File: src/rtl/rbcq_pkg.sv
// ----------------------------------------------------------------------------
// rbcq_pkg
// types, constants and helpers shared by the redraw box coalescing queue
// ----------------------------------------------------------------------------
package rbcq_pkg;

    localparam int QUEUE_DEPTH = 32;
    localparam int IDX_W       = $clog2(QUEUE_DEPTH);
    localparam int CNT_W       = $clog2(QUEUE_DEPTH + 1);
    localparam int CMP_W       = 36;

    localparam logic [1:0] CMD_INSERT = 2'd0;
    localparam logic [1:0] CMD_REMOVE = 2'd1;
    localparam logic [1:0] CMD_FLUSH  = 2'd2;

    typedef struct packed {
        logic [1:0]         command;
        logic [7:0]         window_id;
        logic signed [31:0] box_x_low;
        logic signed [31:0] box_y_low;
        logic signed [31:0] box_x_high;
        logic signed [31:0] box_y_high;
    } t_in_req;

    typedef struct packed {
        logic [7:0]         out_window;
        logic signed [31:0] out_x_low;
        logic signed [31:0] out_y_low;
        logic signed [31:0] out_x_high;
        logic signed [31:0] out_y_high;
        logic               last_of_run;
    } t_out_req;

    typedef struct packed {
        logic [7:0]         window;
        logic signed [31:0] x_low;
        logic signed [31:0] y_low;
        logic signed [31:0] x_high;
        logic signed [31:0] y_high;
    } t_entry;

    typedef struct packed {
        logic                    win_eq;
        logic signed [31:0]      x_min;
        logic signed [31:0]      y_min;
        logic signed [31:0]      x_max;
        logic signed [31:0]      y_max;
        logic signed [CMP_W-1:0] bw;
        logic signed [CMP_W-1:0] sw;
        logic signed [CMP_W-1:0] bh;
        logic signed [CMP_W-1:0] sh;
    } t_eval;

    typedef struct packed {
        logic   hit;
        t_entry box;
    } t_merge;

    function automatic logic signed [CMP_W-1:0] sx(input logic signed [31:0] v);
        return {{(CMP_W - 32){v[31]}}, v};
    endfunction

endpackage

File: src/rtl/rbcq_merge_eval.sv
// ----------------------------------------------------------------------------
// rbcq_merge_eval
// bounding box and summed extents of box and entry, then the merge test
// ----------------------------------------------------------------------------
module rbcq_merge_eval
    import rbcq_pkg::*;
(
    input  logic   i_clk,
    input  logic   i_load,
    input  t_entry i_box,
    input  t_entry i_entry,
    output t_merge o_merge
);

    t_eval n_eval;
    t_eval r_eval;

    always_comb begin
        n_eval.win_eq = (i_box.window == i_entry.window);
        n_eval.x_min  = (i_box.x_low < i_entry.x_low) ? i_box.x_low : i_entry.x_low;
        n_eval.y_min  = (i_box.y_low < i_entry.y_low) ? i_box.y_low : i_entry.y_low;
        n_eval.x_max  = (i_box.x_high > i_entry.x_high) ? i_box.x_high : i_entry.x_high;
        n_eval.y_max  = (i_box.y_high > i_entry.y_high) ? i_box.y_high : i_entry.y_high;
        n_eval.bw     = sx(n_eval.x_max) - sx(n_eval.x_min);
        n_eval.bh     = sx(n_eval.y_max) - sx(n_eval.y_min);
        n_eval.sw     = (sx(i_box.x_high) - sx(i_box.x_low))
                      + (sx(i_entry.x_high) - sx(i_entry.x_low));
        n_eval.sh     = (sx(i_box.y_high) - sx(i_box.y_low))
                      + (sx(i_entry.y_high) - sx(i_entry.y_low));
    end

    always_ff @(posedge i_clk) begin
        if (i_load) begin
            r_eval <= n_eval;
        end
    end

    always_comb begin
        o_merge.hit        = r_eval.win_eq
                           && !(r_eval.bw > (r_eval.sw <<< 1))
                           && !(r_eval.bh > (r_eval.sh <<< 1));
        o_merge.box.window = i_box.window;
        o_merge.box.x_low  = r_eval.x_min;
        o_merge.box.y_low  = r_eval.y_min;
        o_merge.box.x_high = r_eval.x_max;
        o_merge.box.y_high = r_eval.y_max;
    end

endmodule

File: config.mk
export PLATFORM = sky130hd
export DESIGN_NAME = rbcq_merge_eval
export DESIGN_NICKNAME = d
export VERILOG_FILES = /design/src/rtl/rbcq_pkg.sv /design/src/rtl/rbcq_merge_eval.sv
export SDC_FILE = /design/constraint.sdc
export NUM_CORES = 1
export LEC_CHECK = 0
export BUFFER_PORTS_ARGS = -buffer_cell sky130_fd_sc_hd__buf_4
export CORE_MARGIN = 1
export CORE_UTILIZATION = 45
export DETAILED_ROUTE_END_ITERATION = 16
export HOLD_SLACK_MARGIN = 0.06
export MAX_ROUTING_LAYER = met4
export PLACE_DENSITY = 0.68
export REMOVE_ABC_BUFFERS = 1
export SYNTH_ARGS = -nofsm -noshare
export SYNTH_HDL_FRONTEND = slang
export SYNTH_SLANG_ARGS = --single-unit
File: constraint.sdc
create_clock -name i_clk -period 5.9 [get_ports i_clk]
set_input_delay 0.295 -clock i_clk [delete_from_list [all_inputs] [get_ports i_clk]]
set_output_delay 0.295 -clock i_clk [all_outputs]
set_load 0.05 [all_outputs]
==> summary.md, run 1 <==
| Metric | Value |
|---|---|
| Worst Max-Slew Pin Slew | `1.05 ns` |
| Grt ovf | `0` |
| Largest net degree at the start of global routing | `173` |
| Clock tree buffer depth | `3` |
| Die area | `57000 sq um` |
| Placer Congestion | `0.940` |
| CTS hold repair buffers | `0` |
| Sink Count | `263` |
| Nets | `3833` |
| Fill cells | `4753` |
| Number of synthesized flops with an enable pin | `263` |
| Final slew viol count | `0` |
| Antenna-violating nets left | `0` |
| DRC | `0` |
| Fin crit period | `5.64 ns` |
| Cell Rows | `86` |
| Status | `finished clean` |
| Non-Filler Instances | `3818` |
| Vias in the first global route | `20479` |
| Core area | `55200 sq um` |
| Chip Width | `239 um` |
| Vias post-DR | `19401` |
| CTS tree | `yes` |
| Final core occ | `57.6%` |
| WP data arrival | `5.91 ns` |
| Design Area, Final | `31800 sq um` |
| Io pins | `411` |
| Drt via density | `5.08` |
| Post-Synthesis Mean Instance Area | `10.4 sq um` |
| Final Hold Viols | `0` |
| Worst Hold Class | `input port to flip-flop` |
| CP Data Required Time | `6.17 ns` |
| Main flop type after synthesis | `edfxtp_1` |
| IO Port Bufs | `410` |
| Initial Utilization | `45.7%` |
| Gate Count Post-Synth | `2428` |
| DR WL/cell | `18.0 um` |
| Final period utilization | `95.6%` |
| Post-synth cell types | `63` |
| #FFs+latches synth | `263` |
| GRT Util Overall | `24.7%` |
| Leak | `15.7 nW` |
| Htree depth | `2` |
| DRT iter0 DRCs | `961` |
| Switch Pwr | `3.97 mW` |
| Fmax | `177 MHz` |
| CP max stage delay | `0.41 ns` |
| Register area share after synthesis | `31.3%` |
| Most common cell after layout, fill and taps aside | `buf_4` |
| CTS clk-pin slew, worst paths | `0.05 ns` |
| Post-synth design cell area | `25200 sq um` |
| Startpoint types | `input port` |
| Min Hold Slack | `0.109 ns` |
| Sw Share | `38.5%` |
| Clock Root Buffer | `clkbuf_16` |
| Ratio of cells with drive above 1 in the final layout | `28.7%` |
| Worst Setup End Kind | `flip-flop` |
| Sequential group share of total power | `28.5%` |
| DRT Pass-1 Iters | `5` |
| Num CTS Buffers | `35` |
| Internal power | `6.36 mW` |
| Crit Path Class | `input port to flip-flop` |
| Total power | `10.3 mW` |
| Clk pwr share | `19.3%` |
| Yosys warning count | `0` |
| CP Max Fanout | `4` |
| Ys async rst share | `0%` |
| Most frequent cells in the layout | `buf_4, ha_1, inv_1` |
| Power share of the combinational group | `52.2%` |
| Crit-path slowest cell | `fa_1` |
| WL final | `68.8 mm` |
| Placed cell areas | `30600 sq um` |
| PD cells | `325 nW/um^2` |
| Area Overhead vs Synth | `26.0%` |
| Die Y | `239 um` |
| # setup viols final | `0` |
| Cell mode on critical path | `a21oi_2` |
| HPWL after DPL | `57.5 mm` |
| Initial antenna violation count | `6` |
| Slew HR | `29.8%` |
| VDD IR max | `0.215 mV` |
| Placed instance count | `3749` |
| Max cap viols | `0` |
| Global-route wire length before repair | `106 mm` |
-- repair_timing --
action / 4_1_cts / 5_1_grt
pin swaps: 0 / 11
setup endpoints to repair: 7 / 18
setup buffers: 0 / 2
resized for setup: 5 / 28
cloned: 0 / 0
-- metal layers --
metal  GRT usage (%)  vias up  part of all wire (%)
met3            4.12      124                   5.5
met4            9.15        0                   3.4
met5               -        -                     0
met2            42.8      491                    50
met1            28.5     9293                    41
li1                -     9493                     -
-- state kept, by name, summed over array words and instances, names as in the netlist --
name / count
r_eval: 135
o_merge: 128
-- logic make-up after synthesis --
group                      count (synthesis)  synth area share [%]
buffers and inverters                    523                  9.81
DFF                                      263                  31.3
xor gates and xnor gates                 123                  4.27
adders and majority gates                520                  29.7
AOI/OAI and AO/OA                        473                  11.7
muxes                                    129                  5.52
and+or+nand+nor                          397                  7.67
-- critical path: cells and delay by family --
family / cells / cell delay (ns)
buffers and inverters: 3 / 0.46
AND/OR/NAND/NOR: 2 / 0.25
multiplexers: 1 / 0.15
AO/OA/AOI/OAI: 24 / 3.79
adder cells (fa/ha/maj): 3 / 0.95
-- final cells by class --
type,count,area (sq um),area share [%]
Multi-Input combinational cell,1642,15000,47.2
Sequential cell,263,7900,24.9
Timing Repair Buffer,730,5510,17.3
Inverter,368,1380,4.35
Clock buffer,42,945,2.97
Tap cell,748,936,2.95
Clock inverter,19,108,0.339
Antenna cell,6,15.0,0.0472
-- synth_stat cells, types with 33 or more instances --
| library cell | instances | area [sq um] |
|---|---|---|
| fa_1 | 132 | 2640 |
| nand2_1 | 60 | 225 |
| a21o_1 | 82 | 616 |
| edfxtp_1 | 263 | 7900 |
| nand4_1 | 33 | 206 |
| o21ai_0 | 73 | 365 |
| nand3_1 | 34 | 170 |
| xnor2_1 | 94 | 823 |
| nor2b_1 | 38 | 238 |
| inv_1 | 367 | 1380 |
| nor2_1 | 143 | 537 |
| mux2i_1 | 67 | 671 |
| mux2_2 | 60 | 676 |
| a21oi_1 | 185 | 926 |
| buf_4 | 136 | 1020 |
| ha_1 | 387 | 4840 |
-- stage by stage --
step | setup WS [ns] | TNS [ns]
2_1_floorplan | -6.16 | -269.29
3_3_place_gp | -0.692 | -5.82
3_5_place_dp | -0.937 | -10.85
4_1_cts | -0.0799 | -0.0799
5_1_grt | -0.0391 | -0.0766
6_report | 0.262 | 0
-- worst paths after layout --
path	start	to	slack [ns]	cells past startpoint
max	i_box[97]	r_eval[142]$_DFFE_PP_	0.26	33
min	i_box[84]	o_merge[84]$_DFFE_PP_	0.11	3
-- power by group through the flow --
stage / clock network (mW) / logic (mW) / registers, mW
finish: 1.99 / 5.39 / 2.95
global placement: 0 / 5.19 / 2.97
floorplan: 0 / 3.16 / 3.32
CTS: 2.05 / 5.36 / 2.95
detailed placement: 0 / 5.31 / 2.98
global route: 2.11 / 5.98 / 2.99
No activity file was read; power rests on OpenSTA's default activity.
==> run 2: changes to the inputs <==
BUFFER_PORTS_ARGS = -buffer_cell sky130_fd_sc_hd__buf_2   (was -buffer_cell sky130_fd_sc_hd__buf_4)
PLACE_DENSITY = 0.66   (was 0.68)
clock period = 6.25 ns   (was 5.9 ns; I/O delays follow)
==> run 2 against run 1 <==
Sequential share of layout area increased by 2.2 points; sequential power fell by 6%; final cell count fell by 5.3%; utilization decreased by 4.6 points; design area decreased by 8.1%; count of clock-buffer cells in the layout is 2 higher; critical endpoint is now r_eval[139]$_DFFE_PP_; combinational power down 12%; clock power barely moved; total power fell by 7.8%; largest cell class unchanged; worst hold slack improved by 0.0064 ns; setup slack gained 0.12 ns; die area stayed put.
==> summary.md, run 2 (synthesized netlist as in run 1, its figures left out) <==
| Metric | Value |
|---|---|
| Status | `finished clean` |
| Power share of the combinational group | `49.9%` |
| Met1 WL | `28.0 mm` |
| Chip Width | `239 um` |
| WL final | `67.3 mm` |
| GRT Util Overall | `24.3%` |
| IO Port Bufs | `410` |
| Nets | `3632` |
| Switch Pwr | `3.75 mW` |
| Global-route wire length before repair | `104 mm` |
| Die Y | `239 um` |
| HPWL after DPL | `55.8 mm` |
| Final slew viol count | `0` |
| VDD IR max | `0.183 mV` |
| Design Area, Final | `29200 sq um` |
| Crit Path Class | `input port to flip-flop` |
| Most common cell after layout, fill and taps aside | `buf_2` |
| Worst Setup End Kind | `flip-flop` |
| Drt via density | `5.12` |
| Clk pwr share | `20.9%` |
| Slew HR | `26.4%` |
| Core area | `55200 sq um` |
| Worst slack, placed | `-0.416 ns` |
| Die area | `57000 sq um` |
| Highest metal used | `met4` |
| Fill cells | `4901` |
| Post-CTS setup buffer count | `0` |
| Num CTS Buffers | `36` |
| DRT iter0 DRCs | `950` |
| Grt ovf | `0` |
| Vias in the first global route | `19504` |
| CP max stage delay | `0.34 ns` |
| Max reg flops | `135` |
| Most frequent cells in the layout | `buf_2, ha_1, inv_1` |
| Vias post-DR | `18537` |
| Io pins | `411` |
| Initial Utilization | `45.7%` |
| Initial antenna violation count | `6` |
| CTS tree | `yes` |
| DRC | `0` |
| WP data arrival | `6.17 ns` |
| Placed cell areas | `28100 sq um` |
| Worst Max-Slew Pin Slew | `1.10 ns` |
| DRT Pass-1 Iters | `5` |
| RSZ-0062 raised after global routing | `no` |
| Fmax | `170 MHz` |
| Ratio of cells with drive above 1 in the final layout | `23.3%` |
| Clock tree buffer depth | `3` |
| Fin crit period | `5.87 ns` |
| Startpoint types | `input port` |
| Final setup margin | `0.379 ns` |
| Sequential group share of total power | `29.1%` |
| Final period utilization | `93.9%` |
| Htree depth | `2` |
| CP Data Required Time | `6.55 ns` |
| Internal power | `5.77 mW` |
| Sink Count | `263` |
| CTS clk-pin slew, worst paths | `0.06 ns` |
| # setup viols final | `0` |
| Routed met2 length | `33.4 mm` |
| Leak | `14.4 nW` |
| Largest reg by FF count | `r_eval` |
| DR WL/cell | `18.6 um` |
| DR WL met3 | `3.68 mm` |
| Antenna-violating nets left | `0` |
| Largest net degree at the start of global routing | `174` |
| Area Overhead vs Synth | `15.8%` |
| Clock Root Buffer | `clkbuf_16` |
| Crit-path slowest cell | `a211o_1` |
| PD cells | `326 nW/um^2` |
| CP Max Fanout | `5` |
| Cell mode on critical path | `o21ai_0` |
| Worst Hold Class | `input port to flip-flop` |
| Max cap viols | `0` |
| Placer Congestion | `0.919` |
| Cell Rows | `86` |
| Final Hold Viols | `0` |
| Sw Share | `39.4%` |
-- run 2: cell types whose count changed in the layout (fill, tap and decap cells not counted), sizes merged --
cell      previous run  this run
bufinv               1         2
clkbuf              42        44
clkinv              18        13
buf                730       528
inv                368       370
clkinvlp             0         1
-- run 2: final timing paths --
kind                        start                    end  slack (ns)  cells past startpoint
worst min-delay path    i_box[73]  o_merge[73]$_DFFE_PP_        0.12                      3
worst max-delay path  i_entry[33]  r_eval[139]$_DFFE_PP_        0.38                     34
-- run 2: stage by stage --
step / setup TNS [ns] / hold WS [ns] / std cells / utilization [%] / power [mW]
floorplan: -242.96 / 0.425 / 2273 / - / 6.11
global placement: -0.691 / 0.667 / 3549 / 50.8 / 7.40
detailed placement: -2.14 / 0.664 / 3549 / 50.8 / 7.53
CTS: 0 / 0.0785 / 3611 / 52.8 / 9.59
global route: 0 / 0.119 / 3617 / 52.9 / 10.2
finish: 0 / 0.115 / 3617 / 52.9 / 9.52
-- run 2: power by group through the flow --
stage | combinational, mW | sequential (mW) | clock (mW)
4_1_cts | 4.76 | 2.78 | 2.05
5_1_grt | 5.28 | 2.82 | 2.11
3_5_place_dp | 4.71 | 2.81 | 0
3_3_place_gp | 4.60 | 2.80 | 0
6_report | 4.75 | 2.77 | 1.99
2_1_floorplan | 2.98 | 3.13 | 0
-- run 2: area by class of cell --
| type | count | area (sq um) | share of cell area (%) |
|---|---|---|---|
| Clock buffer | 44 | 952 | 3.26 |
| Inverter | 368 | 1380 | 4.73 |
| Clock inverter | 18 | 146 | 0.501 |
| Antenna cell | 6 | 15.0 | 0.0514 |
| Multi-Input combinational cell | 1642 | 14900 | 51.1 |
| Timing Repair Buffer | 528 | 2960 | 10.1 |
| Sequential cell | 263 | 7900 | 27.0 |
| Tap cell | 748 | 936 | 3.20 |
-- run 2: repair_timing --
action	CTS	global route
endpoints found under the setup margin	0	10
hold buffers	0	0
resized for setup	0	13
-- run 2: worst max-delay path: cells and delay by family --
kind | cells | cell delay (ns)
AOI/OAI and AO/OA | 19 | 3.78
muxes | 1 | 0.27
xor gates and xnor gates | 1 | 0.08
adders and majority gates | 2 | 0.56
and+or+nand+nor | 7 | 0.68
buffers and inverters | 4 | 0.47
-- run 2: layer usage --
metal  up-vias  track usage, %
met1      8838            28.6
met3       129            4.13
met4         0            9.48
met2       488            41.4
li1       9082               -
met5         -               -
